===== config.mk =====
export PLATFORM = sky130hd
export DESIGN_NAME = service_instance_dispatch_table
export DESIGN_NICKNAME = d
export VERILOG_FILES = /design/src/sv/sidt_pkg.sv /design/src/sv/sidt_ctrl.sv /design/src/sv/sidt_dp.sv /design/src/sv/service_instance_dispatch_table.sv
export SDC_FILE = /design/constraint.sdc
export NUM_CORES = 2
export LEC_CHECK = 0
export BUFFER_PORTS_ARGS = -buffer_cell sky130_fd_sc_hd__buf_2
export CAP_MARGIN = 10
export CORE_MARGIN = 5
export CORE_UTILIZATION = 29
export DETAILED_ROUTE_END_ITERATION = 7
export GPL_TIMING_DRIVEN = 0
export PLACE_DENSITY = 0.4
export REMOVE_ABC_BUFFERS = 1
export SLEW_MARGIN = 20
export SYNTH_ARGS = -nofsm -noshare
export SYNTH_HDL_FRONTEND = slang
export SYNTH_SLANG_ARGS = --single-unit

===== constraint.sdc =====
create_clock -name clk -period 18 [get_ports clk]
set_clock_uncertainty 0.2 [all_clocks]
set_input_delay 4.5 -clock clk [delete_from_list [all_inputs] [get_ports clk]]
set_output_delay 4.5 -clock clk [all_outputs]
set_load 0.1 [all_outputs]

===== src/sv/sidt_pkg.sv =====
`default_nettype none

package sidt_pkg;

    localparam int CMD_W      = 2;
    localparam int SVC_IN_W   = 4;
    localparam int WORKER_W   = 7;
    localparam int HASH_W     = 32;
    localparam int STATUS_W   = 2;
    localparam int COUNT_O_W  = 4;

    // hash modulo: bits retired per cycle
    localparam int MOD_BITS   = 8;
    localparam int MOD_STEPS  = HASH_W / MOD_BITS;
    localparam int MOD_STEP_W = $clog2(MOD_STEPS);

    localparam logic [CMD_W-1:0] CMD_LOOKUP = 2'd0;
    localparam logic [CMD_W-1:0] CMD_ADD    = 2'd1;
    localparam logic [CMD_W-1:0] CMD_REMOVE = 2'd2;
    localparam logic [CMD_W-1:0] CMD_UNUSED = 2'd3;

    localparam logic [STATUS_W-1:0] ST_OK        = 2'd0;
    localparam logic [STATUS_W-1:0] ST_EMPTY     = 2'd1;
    localparam logic [STATUS_W-1:0] ST_FULL      = 2'd2;
    localparam logic [STATUS_W-1:0] ST_NOT_FOUND = 2'd3;

    localparam logic [1:0] RD_IDX      = 2'd0;
    localparam logic [1:0] RD_IDX_NEXT = 2'd1;
    localparam logic [1:0] RD_REM      = 2'd2;

    typedef struct packed {
        logic                capture;
        logic                rd_en;
        logic [1:0]          rd_src;
        logic                wr_add;
        logic                wr_shift;
        logic                idx_inc;
        logic                mod_step;
        logic                dec_count;
        logic                load_out;
        logic [STATUS_W-1:0] out_status;
        logic                out_pick;
    } sidt_ctrl_t;

    typedef struct packed {
        logic [CMD_W-1:0] op;
        logic             svc_ok;
        logic             cnt_zero;
        logic             cnt_full;
        logic             idx_last;
        logic             match;
        logic             mod_last;
        logic             out_free;
    } sidt_stat_t;

endpackage

`default_nettype wire


===== src/sv/sidt_ctrl.sv =====
`default_nettype none

module sidt_ctrl (
    input  wire logic               clk,
    input  wire logic               rst_n,
    input  wire logic               req_valid,
    output logic                    req_ready,
    input  wire sidt_pkg::sidt_stat_t stat,
    output sidt_pkg::sidt_ctrl_t    ctl
);
    import sidt_pkg::*;

    localparam logic [3:0] S_IDLE     = 4'd0;
    localparam logic [3:0] S_DISPATCH = 4'd1;
    localparam logic [3:0] S_MOD      = 4'd2;
    localparam logic [3:0] S_LREAD    = 4'd3;
    localparam logic [3:0] S_SRCH_RD  = 4'd4;
    localparam logic [3:0] S_SRCH_CHK = 4'd5;
    localparam logic [3:0] S_SHF_RD   = 4'd6;
    localparam logic [3:0] S_SHF_WR   = 4'd7;
    localparam logic [3:0] S_OUT      = 4'd8;

    logic [3:0]          state_reg, state_next;
    logic [STATUS_W-1:0] res_status_reg, res_status_next;
    logic                pick_reg, pick_next;

    always_ff @(posedge clk or negedge rst_n)
    begin
        if (!rst_n)
        begin
            state_reg      <= S_IDLE;
            res_status_reg <= ST_OK;
            pick_reg       <= 1'b0;
        end
        else
        begin
            state_reg      <= state_next;
            res_status_reg <= res_status_next;
            pick_reg       <= pick_next;
        end
    end

    assign req_ready = (state_reg == S_IDLE);

    always_comb
    begin
        ctl             = '0;
        ctl.out_status  = res_status_reg;
        ctl.out_pick    = pick_reg;
        state_next      = state_reg;
        res_status_next = res_status_reg;
        pick_next       = pick_reg;
        case (state_reg)
            S_IDLE:
            begin
                if (req_valid)
                begin
                    ctl.capture = 1'b1;
                    state_next  = S_DISPATCH;
                end
            end
            S_DISPATCH:
            begin
                pick_next       = 1'b0;
                res_status_next = ST_OK;
                state_next      = S_OUT;
                if (!stat.svc_ok)
                begin
                    case (stat.op)
                        CMD_LOOKUP: res_status_next = ST_EMPTY;
                        CMD_ADD:    res_status_next = ST_FULL;
                        CMD_REMOVE: res_status_next = ST_NOT_FOUND;
                        default:    res_status_next = ST_OK;
                    endcase
                end
                else
                begin
                    case (stat.op)
                        CMD_LOOKUP:
                        begin
                            if (stat.cnt_zero)
                                res_status_next = ST_EMPTY;
                            else
                                state_next = S_MOD;
                        end
                        CMD_ADD:
                        begin
                            if (stat.cnt_full)
                                res_status_next = ST_FULL;
                            else
                                ctl.wr_add = 1'b1;
                        end
                        CMD_REMOVE:
                        begin
                            if (stat.cnt_zero)
                                res_status_next = ST_NOT_FOUND;
                            else
                                state_next = S_SRCH_RD;
                        end
                        default: res_status_next = ST_OK;
                    endcase
                end
            end
            S_MOD:
            begin
                ctl.mod_step = 1'b1;
                if (stat.mod_last)
                    state_next = S_LREAD;
            end
            S_LREAD:
            begin
                ctl.rd_en       = 1'b1;
                ctl.rd_src      = RD_REM;
                res_status_next = ST_OK;
                pick_next       = 1'b1;
                state_next      = S_OUT;
            end
            S_SRCH_RD:
            begin
                ctl.rd_en  = 1'b1;
                ctl.rd_src = RD_IDX;
                state_next = S_SRCH_CHK;
            end
            S_SRCH_CHK:
            begin
                if (stat.match)
                    state_next = S_SHF_RD;
                else if (stat.idx_last)
                begin
                    res_status_next = ST_NOT_FOUND;
                    state_next      = S_OUT;
                end
                else
                begin
                    ctl.idx_inc = 1'b1;
                    state_next  = S_SRCH_RD;
                end
            end
            S_SHF_RD:
            begin
                if (stat.idx_last)
                begin
                    ctl.dec_count   = 1'b1;
                    res_status_next = ST_OK;
                    state_next      = S_OUT;
                end
                else
                begin
                    ctl.rd_en  = 1'b1;
                    ctl.rd_src = RD_IDX_NEXT;
                    state_next = S_SHF_WR;
                end
            end
            S_SHF_WR:
            begin
                ctl.wr_shift = 1'b1;
                ctl.idx_inc  = 1'b1;
                state_next   = S_SHF_RD;
            end
            S_OUT:
            begin
                if (stat.out_free)
                begin
                    ctl.load_out = 1'b1;
                    state_next   = S_IDLE;
                end
            end
            default: state_next = S_IDLE;
        endcase
    end

`ifndef SYNTHESIS
    a_accept_dispatch: assert property (@(posedge clk) disable iff (!rst_n)
        (req_valid && req_ready) |=> (state_reg == S_DISPATCH))
        else $error("accepted item not dispatched");

    a_load_free: assert property (@(posedge clk) disable iff (!rst_n)
        ctl.load_out |-> stat.out_free)
        else $error("result loaded over a pending one");

    a_one_write: assert property (@(posedge clk) disable iff (!rst_n)
        !(ctl.wr_add && ctl.wr_shift))
        else $error("two list writes in one cycle");
`endif

endmodule

`default_nettype wire


===== src/sv/sidt_dp.sv =====
`default_nettype none

module sidt_dp #(
    parameter int NUM_SERVICES = 16,
    parameter int LIST_DEPTH   = 8
) (
    input  wire logic                           clk,
    input  wire logic                           rst_n,
    input  wire logic [sidt_pkg::CMD_W-1:0]     cmd,
    input  wire logic [sidt_pkg::SVC_IN_W-1:0]  service,
    input  wire logic [sidt_pkg::WORKER_W-1:0]  worker_id,
    input  wire logic [sidt_pkg::HASH_W-1:0]    flow_hash,
    output logic                                rsp_valid,
    input  wire logic                           rsp_ready,
    output logic [sidt_pkg::WORKER_W-1:0]       chosen_worker,
    output logic [sidt_pkg::STATUS_W-1:0]       status,
    output logic [sidt_pkg::COUNT_O_W-1:0]      list_count,
    input  wire sidt_pkg::sidt_ctrl_t           ctl,
    output sidt_pkg::sidt_stat_t                stat
);
    import sidt_pkg::*;

    localparam int MEM_DEPTH = NUM_SERVICES * LIST_DEPTH;
    localparam int AW        = (MEM_DEPTH > 1) ? $clog2(MEM_DEPTH) : 1;
    localparam int SVC_W     = (NUM_SERVICES > 1) ? $clog2(NUM_SERVICES) : 1;
    localparam int CW        = $clog2(LIST_DEPTH + 1);
    localparam int IW        = (LIST_DEPTH > 1) ? $clog2(LIST_DEPTH) : 1;

    logic [CMD_W-1:0]      op_reg;
    logic                  svc_ok_reg;
    logic [SVC_W-1:0]      svc_reg;
    logic [WORKER_W-1:0]   wid_reg;
    logic [HASH_W-1:0]     hash_reg;
    logic [CW-1:0]         cnt_reg;
    logic [CW-1:0]         cnt_next;
    logic [IW-1:0]         idx_reg;
    logic [CW-1:0]         rem_reg;
    logic [CW-1:0]         rem_next;
    logic [MOD_STEP_W-1:0] mod_cnt_reg;
    logic [CW-1:0]         counts_reg [NUM_SERVICES];
    logic [WORKER_W-1:0]   mem [MEM_DEPTH];
    logic [WORKER_W-1:0]   rd_data_reg;

    logic                  rsp_valid_reg;
    logic [WORKER_W-1:0]   rsp_worker_reg;
    logic [STATUS_W-1:0]   rsp_status_reg;
    logic [COUNT_O_W-1:0]  rsp_count_reg;

    logic                  svc_in_ok;
    logic [SVC_W-1:0]      svc_in;
    logic                  count_we;
    logic [CW-1:0]         rd_off;
    logic [CW-1:0]         wr_off;
    logic [AW-1:0]         rd_addr;
    logic [AW-1:0]         wr_addr;
    logic                  wr_en;
    logic [WORKER_W-1:0]   wr_data;
    logic [CW:0]           mod_t;
    logic [CW-1:0]         mod_r;

    assign svc_in_ok = (32'(service) < 32'(NUM_SERVICES));
    assign svc_in    = SVC_W'(service);
    assign count_we  = ctl.wr_add | ctl.dec_count;
    assign cnt_next  = ctl.wr_add ? (cnt_reg + CW'(1)) : (cnt_reg - CW'(1));

    // capture and working registers
    always_ff @(posedge clk)
    begin
        if (ctl.capture)
        begin
            op_reg     <= cmd;
            svc_ok_reg <= svc_in_ok;
            svc_reg    <= svc_in;
            wid_reg    <= worker_id;
            hash_reg   <= flow_hash;
            cnt_reg    <= svc_in_ok ? counts_reg[svc_in] : '0;
            idx_reg    <= '0;
            rem_reg    <= '0;
        end
        else
        begin
            if (count_we)
                cnt_reg <= cnt_next;
            if (ctl.idx_inc)
                idx_reg <= idx_reg + IW'(1);
            if (ctl.mod_step)
            begin
                rem_reg  <= rem_next;
                hash_reg <= hash_reg << MOD_BITS;
            end
        end
    end

    always_ff @(posedge clk or negedge rst_n)
    begin
        if (!rst_n)
            mod_cnt_reg <= '0;
        else if (ctl.capture)
            mod_cnt_reg <= '0;
        else if (ctl.mod_step)
            mod_cnt_reg <= mod_cnt_reg + MOD_STEP_W'(1);
    end

    // restoring remainder, MOD_BITS hash bits a cycle
    always_comb
    begin
        mod_r = rem_reg;
        mod_t = '0;
        for (int k = 0; k < MOD_BITS; k++)
        begin
            mod_t = {mod_r, hash_reg[HASH_W-1-k]};
            if (mod_t >= {1'b0, cnt_reg})
                mod_t = mod_t - {1'b0, cnt_reg};
            mod_r = mod_t[CW-1:0];
        end
        rem_next = mod_r;
    end

    always_ff @(posedge clk or negedge rst_n)
    begin
        if (!rst_n)
        begin
            for (int s = 0; s < NUM_SERVICES; s++)
                counts_reg[s] <= '0;
        end
        else if (count_we)
            counts_reg[svc_reg] <= cnt_next;
    end

    // instance list memory
    always_comb
    begin
        case (ctl.rd_src)
            RD_IDX:      rd_off = CW'(idx_reg);
            RD_IDX_NEXT: rd_off = CW'(idx_reg) + CW'(1);
            RD_REM:      rd_off = rem_reg;
            default:     rd_off = CW'(idx_reg);
        endcase
    end

    assign wr_off  = ctl.wr_add ? cnt_reg : CW'(idx_reg);
    assign rd_addr = AW'(32'(svc_reg) * LIST_DEPTH + 32'(rd_off));
    assign wr_addr = AW'(32'(svc_reg) * LIST_DEPTH + 32'(wr_off));
    assign wr_en   = ctl.wr_add | ctl.wr_shift;
    assign wr_data = ctl.wr_add ? wid_reg : rd_data_reg;

    always_ff @(posedge clk)
    begin
        if (wr_en)
            mem[wr_addr] <= wr_data;
        if (ctl.rd_en)
            rd_data_reg <= mem[rd_addr];
    end

    // result register
    always_ff @(posedge clk or negedge rst_n)
    begin
        if (!rst_n)
            rsp_valid_reg <= 1'b0;
        else if (ctl.load_out)
            rsp_valid_reg <= 1'b1;
        else if (rsp_ready)
            rsp_valid_reg <= 1'b0;
    end

    always_ff @(posedge clk)
    begin
        if (ctl.load_out)
        begin
            rsp_worker_reg <= ctl.out_pick ? rd_data_reg : '0;
            rsp_status_reg <= ctl.out_status;
            rsp_count_reg  <= COUNT_O_W'(cnt_reg);
        end
    end

    assign rsp_valid     = rsp_valid_reg;
    assign chosen_worker = rsp_worker_reg;
    assign status        = rsp_status_reg;
    assign list_count    = rsp_count_reg;

    assign stat.op       = op_reg;
    assign stat.svc_ok   = svc_ok_reg;
    assign stat.cnt_zero = (cnt_reg == '0);
    assign stat.cnt_full = (cnt_reg == CW'(LIST_DEPTH));
    assign stat.idx_last = ((CW'(idx_reg) + CW'(1)) >= cnt_reg);
    assign stat.match    = (rd_data_reg == wid_reg);
    assign stat.mod_last = (mod_cnt_reg == MOD_STEP_W'(MOD_STEPS - 1));
    assign stat.out_free = !rsp_valid_reg || rsp_ready;

`ifndef SYNTHESIS
    a_count_bound: assert property (@(posedge clk) disable iff (!rst_n)
        count_we |-> (cnt_next <= CW'(LIST_DEPTH)))
        else $error("instance count beyond list depth");

    a_wr_range: assert property (@(posedge clk) disable iff (!rst_n)
        wr_en |-> (32'(wr_addr) < MEM_DEPTH))
        else $error("list write outside memory");

    a_fail_no_worker: assert property (@(posedge clk) disable iff (!rst_n)
        (rsp_valid_reg && (rsp_status_reg != ST_OK)) |-> (rsp_worker_reg == '0))
        else $error("worker given with a failing status");

    a_empty_count: assert property (@(posedge clk) disable iff (!rst_n)
        (rsp_valid_reg && (rsp_status_reg == ST_EMPTY)) |-> (rsp_count_reg == '0))
        else $error("empty status with non-zero count");
`endif

endmodule

`default_nettype wire


===== src/sv/service_instance_dispatch_table.sv =====
`default_nettype none

// Per-service worker dispatch table. Each of NUM_SERVICES services holds a
// packed list of up to LIST_DEPTH worker IDs and a count. cmd selects lookup
// (entry at flow_hash mod count), add (append) or remove (first match taken
// out, later entries shifted down). One item is worked on at a time and each
// gives exactly one result on the rsp channel. Add and unused commands go
// straight to the result. Lookup retires 8 hash bits a cycle into the
// remainder, then does one list read. Remove searches by reading and then
// comparing each entry in turn, and the shift reads and writes each later
// entry. A new item is accepted only once the last result is loaded, so a
// previous result still waiting on rsp_ready delays the next acceptance.
// Counts reset to zero; list entries need no clearing.
module service_instance_dispatch_table #(
    parameter int NUM_SERVICES = 16,
    parameter int LIST_DEPTH   = 8
) (
    input  wire logic                           clk,
    input  wire logic                           rst_n,
    input  wire logic                           req_valid,
    output logic                                req_ready,
    input  wire logic [sidt_pkg::CMD_W-1:0]     cmd,
    input  wire logic [sidt_pkg::SVC_IN_W-1:0]  service,
    input  wire logic [sidt_pkg::WORKER_W-1:0]  worker_id,
    input  wire logic [sidt_pkg::HASH_W-1:0]    flow_hash,
    output logic                                rsp_valid,
    input  wire logic                           rsp_ready,
    output logic [sidt_pkg::WORKER_W-1:0]       chosen_worker,
    output logic [sidt_pkg::STATUS_W-1:0]       status,
    output logic [sidt_pkg::COUNT_O_W-1:0]      list_count
);
    import sidt_pkg::*;

    sidt_ctrl_t ctl;
    sidt_stat_t stat;

    sidt_ctrl u_ctrl (
        .clk       (clk),
        .rst_n     (rst_n),
        .req_valid (req_valid),
        .req_ready (req_ready),
        .stat      (stat),
        .ctl       (ctl)
    );

    sidt_dp #(
        .NUM_SERVICES (NUM_SERVICES),
        .LIST_DEPTH   (LIST_DEPTH)
    ) u_dp (
        .clk           (clk),
        .rst_n         (rst_n),
        .cmd           (cmd),
        .service       (service),
        .worker_id     (worker_id),
        .flow_hash     (flow_hash),
        .rsp_valid     (rsp_valid),
        .rsp_ready     (rsp_ready),
        .chosen_worker (chosen_worker),
        .status        (status),
        .list_count    (list_count),
        .ctl           (ctl),
        .stat          (stat)
    );

endmodule

`default_nettype wire

* Word level (Yosys, flattened, before mapping) *
Memories as Yosys holds them, arrays and structs flattened. A register that Yosys moved wholly into a read port is not among the register bits.
Index checks and enable logic that the tools add are counted.

word-level totals
  RAM bits = 896
  output and inout bits = 15
  register bits = 143
  logic and storage cells = 160
  memories = 1
  input port bits = 49

cells by class
  magnitude comparators = 12
  equality and inequality tests = 21
  add/sub/neg operators = 15
  multiplexer cells = 63
  bitwise operators = 4
  reductions and logical operators = 13

memory list
  name      words  width  read ports  clocked after memory_dff  write ports  line           text
  u_dp.mem  128    7      1           1                         1            sidt_dp.sv:41  logic [WORKER_W-1:0] mem [MEM_DEPTH];

operators by type and width
  kind                count
  $mux 4              23
  $bwmux 64           1
  $mux 32             2
  $ge 5x4->1          8
  $pmux 4 s9          1
  $sub 4x4->4         8
  $mux 1              18
  $bmux 4 s4          1
  $demux 4 s4         1
  $eq 4x3->1 const B  4
  $pmux 4 s2          2
  $add 7x4->7         2
  $mux 2              7
  $ne 2x2->1 const B  6
  $ge 5x5->1 const B  2
  $not 4->5           2
  $pmux 3 s3          1
  $eq 4x2->1 const B  2
  $eq 4x4->1 const B  2
  $logic_not 4->1     2
  $pmux 2 s4          1
  $reduce_bool 2->1   4
  $eq 7x7->1          1
  $mux 7              1
  21 further kinds    26

* Logic depth before layout (Yosys ltp) *
  word-level depth = 16
  mapped depth = 65
  depth with buffers taken out = 63

* By module *
From an unflattened synthesis, not the netlist that was laid out.

second synthesis, totals
  cells, all modules = 2212
  area total of the unflattened synthesis = 43344.1 µm²

modules (own cells, without submodules)
  module     area an instance (µm²)  cells each  times used
  sidt_dp    42673.4                 2127        1
  sidt_ctrl  670.6                   85          1

* Worst setup path after synthesis *
Ideal clock, no wire load.

  path type = flip-flop to flip-flop
  from = register u_dp.cnt_reg[1]
  to = register u_dp.rem_reg[0]
  data required time = 17.683 ns
  buffers on the path = 2
  path slack = 5.179 ns
  arrival = 12.503 ns
  clock period less this slack = 12.821 ns
  cell stages (with the launch flop) = 63
  path through = edfxtp_1 inv_1 ha_1 inv_1 o21ai_1 nand2_1 a21oi_1 inv_1 ha_1 a2111oi_4 o2bb2ai_2 or3_4 a21oi_1 ha_1 a21oi_1 o21ai_0 a21oi_1 and3_1 [... 27 more ...] a21oi_1 ha_1 o21ai_0 nand2b_1 a21o_1 a21oi_1 inv_1 o41ai_1 o311a_1 mux2i_1 ha_1 o21ai_0 nand2b_1 a21o_1 a221oi_1 o211ai_4 mux2i_1 a32o_1

on the way
  longest elaborated chain between the ends = 16
  elaborated cells between the ends (all ways) = 23
  classes of those cells = add/sub: 7; order compare: 8; mux: 8

RTL lines
  element                                           line                            text
  start: declaration                                sidt_dp.sv:34                   logic [CW-1:0] cnt_reg;
  start signal: assignment                          sidt_dp.sv:76                   cnt_reg <= svc_in_ok ? counts_reg[svc_in] : '0;
  start signal: assignment                          sidt_dp.sv:83                   cnt_reg <= cnt_next;
  $sub 4x4->4 / $ge 5x4->1 (equally long branches)  sidt_dp.sv:113, sidt_dp.sv:112
  $mux 4                                            sidt_dp.sv:112                  if (mod_t >= {1'b0, cnt_reg})
  $sub 4x4->4 / $ge 5x4->1 (equally long branches)  sidt_dp.sv:113, sidt_dp.sv:112
  $mux 4                                            sidt_dp.sv:112
  $sub 4x4->4 / $ge 5x4->1 (equally long branches)  sidt_dp.sv:113, sidt_dp.sv:112
  $mux 4                                            sidt_dp.sv:112
  $ge 5x4->1 / $sub 4x4->4 (equally long branches)  sidt_dp.sv:112, sidt_dp.sv:113
  $mux 4                                            sidt_dp.sv:112
  $sub 4x4->4 / $ge 5x4->1 (equally long branches)  sidt_dp.sv:113, sidt_dp.sv:112
  $mux 4                                            sidt_dp.sv:112
  $sub 4x4->4 / $ge 5x4->1 (equally long branches)  sidt_dp.sv:113, sidt_dp.sv:112
  $mux 4                                            sidt_dp.sv:112
  $sub 4x4->4 / $ge 5x4->1 (equally long branches)  sidt_dp.sv:113, sidt_dp.sv:112
  $mux 4                                            sidt_dp.sv:112
  $ge 5x4->1 (*)                                    sidt_dp.sv:112
  $mux 4 (*)                                        sidt_dp.sv:112
  end signal: assignment                            sidt_dp.sv:88                   rem_reg <= rem_next;
  end: declaration                                  sidt_dp.sv:37                   logic [CW-1:0] rem_reg;

Every way passes the cells marked *; elsewhere a longest branch is shown, timed or not.
A chain may end at the register's enable or synchronous reset.

* Worst setup path after layout *
Same ends and word-level chain as after synthesis.

==> summary.md <==
After clock tree synthesis, the repair step resized 0 gates. Post-detailed-routing wire length: 113000 um. Prior to clock tree synthesis, the placed netlist has a worst setup slack of 2080 ps. Yosys mapped a number of flops with a built-in enable equal to 965. In this run, the number of DRC markers left after iteration 0 of detailed routing was 1461. Across all hold checks on the routed design, the worst slack comes to 249 ps. In this design, the critical path's most frequently occurring cell is sky130_fd_sc_hd__a21oi_1. For this run, the register share of the synthesized area comes to 71.6%. The logs give 69 for the largest net degree at the start of global routing and 0 for the total of max-cap violations. For this run, global-route usage on met2 was measured as 23.2%. Overall routing resource usage: 14.3%.

By count the netlist is led by sky130_fd_sc_hd__edfxtp_1 (965), sky130_fd_sc_hd__mux4_2 (314), sky130_fd_sc_hd__nand2_1 (228). The fraction of layout instances using a drive strength above 1 was 26.1%. The worst register-to-register path begins at u_dp.cnt_reg[1]$_DFFE_PP_. The clock latency on the worst-skew pair was 710 ps; the area fraction of the dominant cell type after synthesis was 67.0%. The path type of the worst min-delay path was reg -> reg. Summing all flip-flop and latch instances after layout gives 0.0310 mm2.

No sink is reached through more buffers than the 3 on the longest clock path. The multi-input combinational cell area was 0.0119 mm2. The number of global-route vias before repair is 22800, and the top achievable clock speed is 63.3 MHz. STA puts the critical path data required time at 18400 ps. Counting both buffers and inverters, the worst setup path holds a total of 5. Measured on the finished design, the core utilization comes to 34.4%. Synthesis produced 2291 cells. The die is 396 um wide. The layer flagged by global routing as most heavily used is met2. For this configuration, the core starts out at a cell density of 29.2%.

The most common cell in the netlist was sky130_fd_sc_hd__edfxtp_1. The number of failing hold endpoints at the final stage is 0, and the average wire length per cell after detail routing is 25.3 um. Summing over every cut layer, the via total after detailed routing is 21700. The worst setup path is of the reg -> reg kind. The worst setup path is captured at a flop. The floorplan die area is 0.157 mm2.

After detailed routing, the number of vias per cell comes to 4.86. The final routed DRC violation total is 0, and the number of endpoints failing setup at the final stage is 0. The launch point of the worst hold path was u_ctrl.res_status_reg[0]$_DFFE_PN0P_. In this run the tightest slew margin relative to its limit is 20.9%. The number of antenna violations at the first check in global routing was 6; the highest cell delay on the worst timing path was 830 ps.

Hold-critical path depth: 0. For this run, global-route usage on met3 was measured as 3.12%. Global routing finished with a remaining overflow of 0. Once detailed placement completed, the half-perimeter wirelength came to 73300 um. The first global-routing pass estimated 164000 um of wire. sky130_fd_sc_hd__edfxtp_1 takes more of the synthesized area than any other cell. The count of nets left with antenna violations once routing finished came out at 0.

Sorting the synthesized cells by area gives the leading types as sky130_fd_sc_hd__edfxtp_1 (67%), sky130_fd_sc_hd__mux4_2 (16%), sky130_fd_sc_hd__dfrtp_1 (4.3%). In this run the vertical extent of the chip is 396 um. TritonCTS built the clock tree.

Broken down by cell family, the worst path's largest delay share belongs to compound AO/OA/AOI/OAI gates. For the pin with the worst max-slew slack, the measured transition is 1180 ps. Data on the critical path arrives at its endpoint at 16200 ps.

The congestion estimate from routability-driven global placement came to 0.741. The setup check on the worst reg-to-reg path leaves a slack of 2210 ps. Of all nets on the critical path, the largest fanout is 17.

The floorplan has 141 rows. The flow ran to the end, and the final reports show no timing, DRC or antenna violations. Startpoint class of the critical path: a flop. Setup repair after global routing left no endpoint under its margin. For the I/O pin count, the log shows 64. Total number of nets in the final design: 2535. Across all setup checks in the final design, the least slack found is 2210 ps.

In this run the standard cell core region covers 0.148 mm2. The average size of a mapped cell works out to 18.9 um2. The met1 usage is 19.6%, and the post-synthesis cell area is 0.0432 mm2. Post-CTS timing repair inserted 0 buffers for setup.

The synthesis-to-finish area growth works out to 17.8%. Fill cell total of the finished layout: 13800. CTS saw 1046 sinks.

The final count of pins violating max slew is 0. For hold timing, the worst endpoint is u_dp.status[0]$_DFFE_PP_. Counting the buffers created by CTS gives 114. The worst reg-to-reg path cell count was 59. The synthesized design contains 1046 register bits. Among all stages on the critical path, the largest delay is contributed by sky130_fd_sc_hd__edfxtp_1. The register with the most flip-flops in the layout has 896 of them.

For the finished layout, the period the worst path requires is 15790 ps. The clock tree root driver cell was sky130_fd_sc_hd__clkbuf_16. The quantity of I/O buffers inserted on ports was 63; the clock transition at the registers of the reported paths was 60 ps. The share of the cycle needed by the critical path after routing is 87.7%, and the number of hold buffers added after cts is 0. The tools report the endpoint of the lowest-slack register-to-register path as u_dp.rem_reg[0]$_SDFFE_PP0P_. The run gives 5 as the total iterations of the first detailed-routing run.

After synthesis, the netlist uses 71 different library cells. For this run, the leading register cell type out of synthesis is sky130_fd_sc_hd__edfxtp_1. The total number of yosys warnings came out at 0. The number of levels the H-tree was split into is 3. The proportion of synthesized flip-flops having asynchronous set or reset is 7.07%.
-- routing by layer --
layer	vias up	wire length (um)
li1	9516	-
met1	11500	49900
met2	525	54200
met3	130	6420
met4	0	2080
met5	-	0
-- worst max path at each step --
| stage | startpoint | to | slack [ps] | cells after the start |
|---|---|---|---|---|
| final | u_dp.cnt_reg[1]$_DFFE_PP_ | u_dp.rem_reg[0]$_SDFFE_PP0P_ | 2210 | 59 |
| after global placement | u_dp.cnt_reg[1]$_DFFE_PP_ | u_dp.rd_data_reg[3]$_DFFE_PP_ | -9220 | 13 |
| after global routing | u_dp.cnt_reg[1]$_DFFE_PP_ | u_dp.rem_reg[0]$_SDFFE_PP0P_ | 920 | 59 |
| after floorplan | u_dp.cnt_reg[1]$_DFFE_PP_ | u_dp.rd_data_reg[0]$_DFFE_PP_ | 3520 | 12 |
| after detailed placement | u_dp.cnt_reg[1]$_DFFE_PP_ | u_dp.rem_reg[0]$_SDFFE_PP0P_ | 2080 | 59 |
| after CTS | u_dp.cnt_reg[1]$_DFFE_PP_ | u_dp.rem_reg[0]$_SDFFE_PP0P_ | 2020 | 59 |
-- cell type report --
type / instances / share of cell area [%]
flip-flops and latches: 1046 / 60.8
diodes: 1 / 0.00491
well taps: 1930 / 4.74
inverters: 37 / 0.273
clock inverters: 81 / 1.41
clock buffers: 130 / 5.93
repair buffers: 121 / 3.42
multi-input cells: 1109 / 23.4
-- stage by stage --
stage / area (um2) / setup TNS, ps / cells
floorplan: 42900 / 0 / 2192
global placement: 45600 / -64360 / 4185
detailed placement: 47200 / 0 / 4243
CTS: 50900 / 0 / 4454
global route: 50900 / 0 / 4454
finish: 50900 / 0 / 4455
-- layout by cell type, fill, tap and decap left out, types with 7 or more instances in the layout --
| cell | count |
|---|---|
| sky130_fd_sc_hd__a21o_1 | 14 |
| sky130_fd_sc_hd__a21oi_1 | 37 |
| sky130_fd_sc_hd__and2_1 | 11 |
| sky130_fd_sc_hd__and3_1 | 14 |
| sky130_fd_sc_hd__buf_12 | 13 |
| sky130_fd_sc_hd__buf_16 | 40 |
| sky130_fd_sc_hd__buf_2 | 62 |
| sky130_fd_sc_hd__bufinv_16 | 13 |
| sky130_fd_sc_hd__clkbuf_1 | 11 |
| sky130_fd_sc_hd__clkbuf_16 | 119 |
| sky130_fd_sc_hd__clkinv_1 | 32 |
| sky130_fd_sc_hd__clkinv_2 | 27 |
| sky130_fd_sc_hd__dfrtp_1 | 74 |
| sky130_fd_sc_hd__dfxtp_1 | 7 |
| sky130_fd_sc_hd__edfxtp_1 | 965 |
| sky130_fd_sc_hd__fa_1 | 9 |
| sky130_fd_sc_hd__ha_1 | 47 |
| sky130_fd_sc_hd__inv_1 | 35 |
| sky130_fd_sc_hd__mux2_2 | 17 |
| sky130_fd_sc_hd__mux2i_1 | 15 |
| sky130_fd_sc_hd__mux4_2 | 314 |
| sky130_fd_sc_hd__nand2_1 | 212 |
| sky130_fd_sc_hd__nand2_2 | 9 |
| sky130_fd_sc_hd__nand2_4 | 7 |
| sky130_fd_sc_hd__nand2b_1 | 10 |
| sky130_fd_sc_hd__nand3_1 | 16 |
| sky130_fd_sc_hd__nor2_1 | 174 |
| sky130_fd_sc_hd__nor2b_1 | 13 |
| sky130_fd_sc_hd__nor3_1 | 9 |
| sky130_fd_sc_hd__o21a_1 | 8 |
| sky130_fd_sc_hd__o21ai_0 | 62 |
| sky130_fd_sc_hd__xnor2_1 | 7 |
| sky130_fd_sc_hd__xor2_1 | 19 |
-- cell families after synthesis --
kind of cell,Yosys count,share of synthesized area [%]
AND/OR/NAND/NOR,505,5.04
buffers and inverters,136,1.20
adder cells (fa/ha/maj),57,1.81
multiplexers,347,17.2
flip-flops,1046,71.6
AO/OA/AOI/OAI,171,2.57
XOR/XNOR,29,0.587
Power is not shown: default switching activity piles up to over one toggle a cycle in this logic, so the estimate is an artifact.
